File: config.mk
export PLATFORM = sky130hd
export DESIGN_NAME = morse_character_keyer
export DESIGN_NICKNAME = d
export VERILOG_FILES = /design/src/rtl/mck_pkg.sv /design/src/rtl/morse_character_keyer.sv
export VERILOG_INCLUDE_DIRS = /design/src /design/src/rtl
export SDC_FILE = /design/constraint.sdc
export NUM_CORES = 1
export LEC_CHECK = 0
export BUFFER_PORTS_ARGS = -buffer_cell sky130_fd_sc_hd__buf_2
export CORE_ASPECT_RATIO = 0.75
export CORE_MARGIN = 2
export CORE_UTILIZATION = 46
export CTS_CLUSTER_SIZE = 25
export DETAILED_ROUTE_END_ITERATION = 6
export PLACE_DENSITY = 0.67
export SLEW_MARGIN = 20
export SYNTH_ARGS = -nofsm -noshare
export SYNTH_HDL_FRONTEND = slang
export SYNTH_SLANG_ARGS = --single-unit
File: constraint.sdc
create_clock -name clk -period 5.1 [get_ports clk]
set_input_delay 0.255 -clock clk [delete_from_list [all_inputs] [get_ports clk]]
set_output_delay 0.255 -clock clk [all_outputs]
set_load 0.02 [all_outputs]
File: src/rtl/morse_character_keyer_assert.svh
// Assertion macros used by the keyer RTL
`ifndef MORSE_CHARACTER_KEYER_ASSERT_SVH
`define MORSE_CHARACTER_KEYER_ASSERT_SVH

// Same-cycle implication, checked on every rising edge outside reset
`define MCK_ASSERT_NOW(lbl, ante, cons) \
  lbl: assert property (@(posedge clk) disable iff (rst) (ante) |-> (cons)) \
    else $error("keyer assertion failed");

// Next-cycle implication, checked on every rising edge outside reset
`define MCK_ASSERT_NEXT(lbl, ante, cons) \
  lbl: assert property (@(posedge clk) disable iff (rst) (ante) |=> (cons)) \
    else $error("keyer assertion failed");

`endif

File: src/rtl/mck_pkg.sv
// Shared constants, types and the character code table of the Morse keyer
`default_nettype none

package mck_pkg;

  localparam int CODE_W = 8;
  localparam int DIT_W  = 16;
  localparam int MUL_W  = 4;
  localparam int DUR_W  = DIT_W + MUL_W;
  localparam int PAT_W  = 6;
  localparam int LEN_W  = 3;
  localparam int ADDR_W = 3;

  localparam int MAX_ELEMENTS_DEF = 6;

  // register indexes on the configuration port
  localparam logic [ADDR_W-1:0] REG_DIT_TICKS     = 3'd0;
  localparam logic [ADDR_W-1:0] REG_DAH_MULTIPLE  = 3'd1;
  localparam logic [ADDR_W-1:0] REG_CHAR_MULTIPLE = 3'd2;
  localparam logic [ADDR_W-1:0] REG_WORD_MULTIPLE = 3'd3;

  // register reset values
  localparam logic [DIT_W-1:0] DIT_TICKS_RST     = 16'd180;
  localparam logic [MUL_W-1:0] DAH_MULTIPLE_RST  = 4'd4;
  localparam logic [MUL_W-1:0] CHAR_MULTIPLE_RST = 4'd4;
  localparam logic [MUL_W-1:0] WORD_MULTIPLE_RST = 4'd6;

  // character codes with special handling
  localparam logic [CODE_W-1:0] CH_SPACE   = 8'h20;
  localparam logic [CODE_W-1:0] CH_LOWER_A = 8'h61;
  localparam logic [CODE_W-1:0] CH_LOWER_Z = 8'h7A;
  localparam logic [CODE_W-1:0] CASE_DIFF  = 8'h20;

  // one table entry: element count (zero for unknown) and dah bits, right aligned
  typedef struct packed {
    logic [LEN_W-1:0] len;
    logic [PAT_W-1:0] bits;
  } sym_entry_t;

  // fold lowercase letters to uppercase
  function automatic logic [CODE_W-1:0] fold_upper(input logic [CODE_W-1:0] c);
    logic [CODE_W-1:0] r;
    r = c;
    if (c >= CH_LOWER_A && c <= CH_LOWER_Z) r = c - CASE_DIFF;
    return r;
  endfunction

  // look up an uppercase code; unknown codes, NUL and the upper half give len zero
  function automatic sym_entry_t sym_lookup(input logic [CODE_W-1:0] c);
    sym_entry_t e;
    unique case (c)
      8'h41: e = '{3'd2, 6'h01}; // A
      8'h42: e = '{3'd4, 6'h08};
      8'h43: e = '{3'd4, 6'h0A};
      8'h44: e = '{3'd3, 6'h04};
      8'h45: e = '{3'd1, 6'h00};
      8'h46: e = '{3'd4, 6'h02};
      8'h47: e = '{3'd3, 6'h06};
      8'h48: e = '{3'd4, 6'h00};
      8'h49: e = '{3'd2, 6'h00};
      8'h4A: e = '{3'd4, 6'h07};
      8'h4B: e = '{3'd3, 6'h05};
      8'h4C: e = '{3'd4, 6'h04};
      8'h4D: e = '{3'd2, 6'h03};
      8'h4E: e = '{3'd2, 6'h02};
      8'h4F: e = '{3'd3, 6'h07};
      8'h50: e = '{3'd4, 6'h06};
      8'h51: e = '{3'd4, 6'h0D};
      8'h52: e = '{3'd3, 6'h02};
      8'h53: e = '{3'd3, 6'h00};
      8'h54: e = '{3'd1, 6'h01};
      8'h55: e = '{3'd3, 6'h01};
      8'h56: e = '{3'd4, 6'h01};
      8'h57: e = '{3'd3, 6'h03};
      8'h58: e = '{3'd4, 6'h09};
      8'h59: e = '{3'd4, 6'h0B};
      8'h5A: e = '{3'd4, 6'h0C}; // Z
      8'h30: e = '{3'd5, 6'h1F}; // digits
      8'h31: e = '{3'd5, 6'h0F};
      8'h32: e = '{3'd5, 6'h07};
      8'h33: e = '{3'd5, 6'h03};
      8'h34: e = '{3'd5, 6'h01};
      8'h35: e = '{3'd5, 6'h00};
      8'h36: e = '{3'd5, 6'h10};
      8'h37: e = '{3'd5, 6'h18};
      8'h38: e = '{3'd5, 6'h1C};
      8'h39: e = '{3'd5, 6'h1E};
      8'h2E: e = '{3'd6, 6'h15}; // full stop
      8'h2C: e = '{3'd6, 6'h33}; // comma
      8'h3A: e = '{3'd6, 6'h38}; // colon
      8'h3F: e = '{3'd6, 6'h0C}; // question mark
      8'h27: e = '{3'd6, 6'h1E}; // apostrophe
      8'h2D: e = '{3'd6, 6'h21}; // hyphen
      8'h2F: e = '{3'd5, 6'h12}; // slash
      8'h22: e = '{3'd6, 6'h12}; // double quote
      8'h40: e = '{3'd6, 6'h1A}; // at sign
      8'h3D: e = '{3'd5, 6'h11}; // equals
      default: e = '{3'd0, 6'h00};
    endcase
    return e;
  endfunction

endpackage

`default_nettype wire

File: src/rtl/morse_character_keyer.sv
// Morse keyer: one character word in, a run of timed key on / key off words out
// Accepted characters pass S_DECODE, S_MUL and S_PUT to their first interval word.
// Each interval is a bit-serial dit multiply (S_MUL) and a load (S_PUT), which
//   waits on out_stall; the next character is taken only back in S_IDLE.
// Unknown codes give no words.
// Reset (rst, synchronous) empties the output stage, idles the sequencer and
//   restores dit 180 ticks, dah 4, character gap 4 and word gap 6 dits.
`default_nettype none

module morse_character_keyer
  import mck_pkg::*;
#(
  parameter int MAX_ELEMENTS = MAX_ELEMENTS_DEF
) (
  input  wire logic               clk,
  input  wire logic               rst,
  // configuration writes
  input  wire logic               cfg_wen,
  input  wire logic [ADDR_W-1:0]  cfg_addr,
  input  wire logic [DIT_W-1:0]   cfg_wdata,
  // character input
  input  wire logic               in_valid,
  output logic                    in_stall,
  input  wire logic [CODE_W-1:0]  char_code,
  // interval output
  output logic                    out_valid,
  input  wire logic               out_stall,
  output logic                    key_on,
  output logic [DUR_W-1:0]        duration,
  output logic                    last
);

  localparam int EW = $clog2(MAX_ELEMENTS + 1);

  typedef enum logic [1:0] {S_IDLE, S_DECODE, S_MUL, S_PUT} state_t;
  typedef enum logic [1:0] {P_ON, P_OFF, P_TAIL} phase_t;

  state_t             state;
  phase_t             phase;
  logic [CODE_W-1:0]  char_reg;
  logic [PAT_W-1:0]   pat;
  logic [EW-1:0]      elem_left;
  logic [DUR_W-1:0]   mul_acc;
  logic [MUL_W-1:0]   mul_digits;
  logic [1:0]         mul_cnt;

  logic [DIT_W-1:0]   dit_ticks;
  logic [MUL_W-1:0]   dah_multiple;
  logic [MUL_W-1:0]   char_multiple;
  logic [MUL_W-1:0]   word_multiple;

  logic [CODE_W-1:0]  up_code;
  sym_entry_t         entry;
  logic [PAT_W-1:0]   pat_al;
  logic [EW-1:0]      n_elem;
  logic [MUL_W-1:0]   first_mult;
  logic [MUL_W-1:0]   next_mult;
  logic               out_free;

  // configuration registers
  always_ff @(posedge clk) begin
    if (rst) begin
      dit_ticks     <= DIT_TICKS_RST;
      dah_multiple  <= DAH_MULTIPLE_RST;
      char_multiple <= CHAR_MULTIPLE_RST;
      word_multiple <= WORD_MULTIPLE_RST;
    end else if (cfg_wen) begin
      unique case (cfg_addr)
        REG_DIT_TICKS:     dit_ticks     <= cfg_wdata;
        REG_DAH_MULTIPLE:  dah_multiple  <= cfg_wdata[MUL_W-1:0];
        REG_CHAR_MULTIPLE: char_multiple <= cfg_wdata[MUL_W-1:0];
        REG_WORD_MULTIPLE: word_multiple <= cfg_wdata[MUL_W-1:0];
        default: ;
      endcase
    end
  end

  // decode the held character: fold case, look up, left-align the dah bits
  always_comb begin
    up_code    = fold_upper(char_reg);
    entry      = sym_lookup(up_code);
    pat_al     = entry.bits << (LEN_W'(PAT_W) - entry.len);
    n_elem     = (int'(entry.len) > MAX_ELEMENTS) ? EW'(MAX_ELEMENTS) : EW'(entry.len);
    first_mult = pat_al[PAT_W-1] ? dah_multiple : MUL_W'(1);
    next_mult  = pat[PAT_W-1] ? dah_multiple : MUL_W'(1);
    out_free   = !out_valid || !out_stall;
  end

  assign in_stall = (state != S_IDLE);

  // sequencer, bit-serial multiplier and output register
  always_ff @(posedge clk) begin
    if (rst) begin
      state     <= S_IDLE;
      out_valid <= 1'b0;
    end else begin
      // drop the output word once taken, unless a new one loads in its place
      if (out_valid && !out_stall && state != S_PUT) out_valid <= 1'b0;

      unique case (state)
        S_IDLE: begin
          if (in_valid) begin
            char_reg <= char_code;
            state    <= S_DECODE;
          end
        end

        S_DECODE: begin
          mul_acc <= '0;
          mul_cnt <= '0;
          if (char_reg == CH_SPACE) begin
            phase      <= P_TAIL;
            mul_digits <= word_multiple;
            state      <= S_MUL;
          end else if (entry.len == '0) begin
            state <= S_IDLE;
          end else begin
            phase      <= P_ON;
            pat        <= pat_al;
            elem_left  <= n_elem;
            mul_digits <= first_mult;
            state      <= S_MUL;
          end
        end

        // one multiplier digit a cycle, most significant first
        S_MUL: begin
          mul_acc    <= {mul_acc[DUR_W-2:0], 1'b0} +
                        (mul_digits[MUL_W-1] ? {{MUL_W{1'b0}}, dit_ticks} : '0);
          mul_digits <= {mul_digits[MUL_W-2:0], 1'b0};
          mul_cnt    <= mul_cnt + 2'd1;
          if (mul_cnt == 2'(MUL_W - 1)) state <= S_PUT;
        end

        S_PUT: begin
          if (out_free) begin
            out_valid <= 1'b1;
            key_on    <= (phase == P_ON);
            last      <= (phase == P_TAIL);
            duration  <= mul_acc;
            mul_acc   <= '0;
            mul_cnt   <= '0;
            unique case (phase)
              P_ON: begin
                phase      <= P_OFF;
                pat        <= {pat[PAT_W-2:0], 1'b0};
                mul_digits <= MUL_W'(1);
                state      <= S_MUL;
              end
              P_OFF: begin
                elem_left <= elem_left - EW'(1);
                if (elem_left == EW'(1)) begin
                  phase      <= P_TAIL;
                  mul_digits <= char_multiple;
                end else begin
                  phase      <= P_ON;
                  mul_digits <= next_mult;
                end
                state <= S_MUL;
              end
              default: state <= S_IDLE;
            endcase
          end
        end

        default: state <= S_IDLE;
      endcase
    end
  end

  `include "morse_character_keyer_assert.svh"

  `MCK_ASSERT_NOW(a_tone_not_last, out_valid && key_on, !last)
  `MCK_ASSERT_NOW(a_elem_left_live,
      (state == S_MUL || state == S_PUT) && (phase == P_ON || phase == P_OFF),
      elem_left != '0)
  `MCK_ASSERT_NEXT(a_accept_decodes, in_valid && !in_stall, state == S_DECODE)

endmodule

`default_nettype wire
==> impl_metrics.toml <==
[sta]
layout_min_cycle_time_ns = 3.97
rsz0062_at_grt = "no"
worst_slack_ns = 1.13
drv_slew = 0
whs_ns = 0.0936
finalClockSkew_ns = 0.00722
fin_tns_setup_ns = 0
tightestPinTransition_ns = 1.00
finalHoldViolCount = 0
fin_crit_sh_pct = 77.8
max_freq_mhz = 252
finalSetupViolCount = 0
relSlewSlack_pct = 33.3

[floorplanning]
die_area_sq_um = 13400
initial_core_util_pct = 46.8
fp.dieW_um = 133
ios = 56
fp.dieH_um = 101
rows = 35
core_area_sq_um = 12200

[synthesis]
yosys.area_share.xor_xnor_pct = 1.86
synth_mux_area_share_pct = 4.13
synthAdderAreaFrac_pct = 6.69
ys_ff_latch = 98
synth_top_area_share_pct = 35.2
syn_nets = 640
avgSynthCellArea_sq_um = 9.90
synth_cell_type_count = 77
synth_flop_cell = "edfxtp_1"
synth_top_family_by_area = "simple AND/OR/NAND/NOR gates"
ys_top_cells_by_area = "edfxtp_1 35%, dfxtp_1 11%, ha_1 6.3%"
synthArstFlopShare_pct = 0
yosysSeqAreaShare_pct = 46.0
syn_area_sq_um = 5720
synthSimpleGateAreaFrac_pct = 20.0
synthCells = 578
synth_area_leader_cell = "edfxtp_1"
synth-compound-area-share_pct = 17.2
synth_warnings = 0
synth_edf_count = 67

[job]
cap_violations = 0

[clocking]
clk_latency_ns = 0.33
holdBufCountCts = 0
cts_tree = "done"
cts.repair.resized = 0
cts_setup_buffers = 0
cts_root_buf = "clkbuf_16"
cts_sinks = 98
h-tree-depth = 3
cts_made_buffers = 9
cts_buffer_depth = 2
clk_pin_slew_ns = 0.07

[pwr]
vdd_drop_max_uv = 217
power_mw = 1.72
p_per_area_nw_per_um2 = 268
p_leak_nw = 2.53

[cells_and_area]
n_fill_cell = 1116
top_regs = "duration: 20 flops, mul_acc: 20 flops, dit_ticks: 16 flops"
nNetsFinal = 679
area_growth_syn_to_layout_pct = 12.0
num_antenna_cells = 0
drive_gt1_share_pct = 15.6

[grt]
antenna_found_initial = 0
grt_usage_pct = 19.7
grt_first_pass_wirelength_um = 21000
grt_pass1_vias = 4149
grt-ovfl-total = 0
grt_max_degree = 36

[critical_path]
crit_path_top_delay_cell = "edfxtp_1"
start_kind = "flop"
crit_arrival_ns = 4.05
worst_ep_required_time_ns = 5.18
cpPeakStageDelay_ns = 0.66
path_class = "flop to flop"
path_max_fanout = 15
path_cells = "inv_1 -> ha_1 -> nor2_1 -> nand3_1 -> o21a_1 -> a21oi_1 -> a2111oi_0 -> o21ai_0 -> inv_1 -> ha_1 -> xnor2_4 -> and2b_2 -> a22oi_4 -> o41a_1"
cp-end-kind = "flop"

[route]
drtPass1Iterations = 5
drt_iter0_drc = 307
viasPerCell = 5.60
vias = 4415
ant_nets = 0
drc = 0
drt-total-wl_um = 12900
post_drt_wl_per_cell_um = 16.4

[min_path]
hold_class = "input pin to flop"

[place]
gp_congestion = 0.840
dp_hpwl_um = 9560
post-place-ws_ns = 1.16
port_buffers = 55

[outcome]
status = "finished clean"
layer usage:
metal / vias to the layer above / global-route usage [%] / wire length [um]
li1: 2185 / - / -
met1: 2106 / 29.2 / 6790
met2: 116 / 29.9 / 5410
met3: 8 / 3.87 / 594
met4: 0 / 4.30 / 111
met5: - / 0 / 0
logic make-up (layout without fill, tap and decap cells):
family	count (synthesis)	count (layout)
xor gates and xnor gates	10	10
adders and majority gates	30	30
buffers and inverters	53	97
and+or+nand+nor	227	227
muxes	22	22
DFF	98	98
AOI/OAI and AO/OA	138	138
through the flow:
step                instance area, sq um  instances  util [%]
finish                              6410        788      52.5
global route                        6410        788      52.5
floorplan                           5720        578         -
CTS                                 6390        788      52.3
detailed placement                  6090        772      49.9
global placement                    6090        772      49.9
power by group:
group	switching, mW	internal [mW]
logic	0.0973	0.0695
clock network	0.284	0.378
registers	0.0218	0.865
total	0.403	1.31
critical path, delay by kind of cell (launching register included):
kind	cells	cell delay [ns]
buffers and inverters	2	0.31
adder cells (fa/ha/maj)	2	0.55
flip-flops	1	0.66
AND/OR/NAND/NOR	3	0.65
AO/OA/AOI/OAI	6	1.28
XOR/XNOR	1	0.26
path summary, 6_finish.rpt:
| path | endpoint | cells past startpoint | startpoint | slack (ns) |
|---|---|---|---|---|
| setup / recovery | mul_digits[0] | 14 | char_reg[1] | 1.13 |
| hold / removal | char_reg[2] | 1 | char_code[2] | 0.09 |
| setup reg to reg | mul_digits[0] | 14 | char_reg[1] | 1.13 |
| hold reg to reg | duration[19] | 0 | mul_acc[19] | 0.43 |
cell type report:
cell class	count	area (sq um)	area share, %
Clock buffer	13	273	4.26
Clock inverter	3	20.0	0.312
Inverter	22	82.6	1.29
Multi-Input combinational cell	427	2890	45.1
Sequential cell	98	2630	41.1
Tap cell	166	208	3.24
Timing Repair Buffer	59	305	4.76
cells in the mapped netlist, types with 3 or more instances:
master    number
dfxtp_1       31
nor2b_1       19
o41ai_1        5
o21ai_0       22
nor2_1        56
o21a_1         7
o221ai_1       3
nand3b_1       6
xnor2_1        8
mux2i_1       15
ha_1          29
mux2_2         5
buf_2          7
and3_1         5
clkbuf_1      20
a21o_1         6
inv_1         22
and2_1        18
a211oi_1      11
nand2b_1      16
a21oi_1       38
a221oi_1       3
o22ai_1        5
nand3_1       13
nand2_1       59
edfxtp_1      67
a211o_1        5
nor3_1        15
placed cells by master, fill, tap and decap left out, types with 16 or more instances in the layout:
master | synthesis | final
a21oi_1 | 38 | 38
o21ai_0 | 22 | 22
nand2b_1 | 16 | 16
nor2_1 | 56 | 55
ha_1 | 29 | 29
and2_1 | 18 | 18
edfxtp_1 | 67 | 67
nor2b_1 | 19 | 19
nand2_1 | 59 | 59
dfxtp_1 | 31 | 31
inv_1 | 22 | 22
buf_2 | 7 | 55
Power figures use the tool's default switching activity.
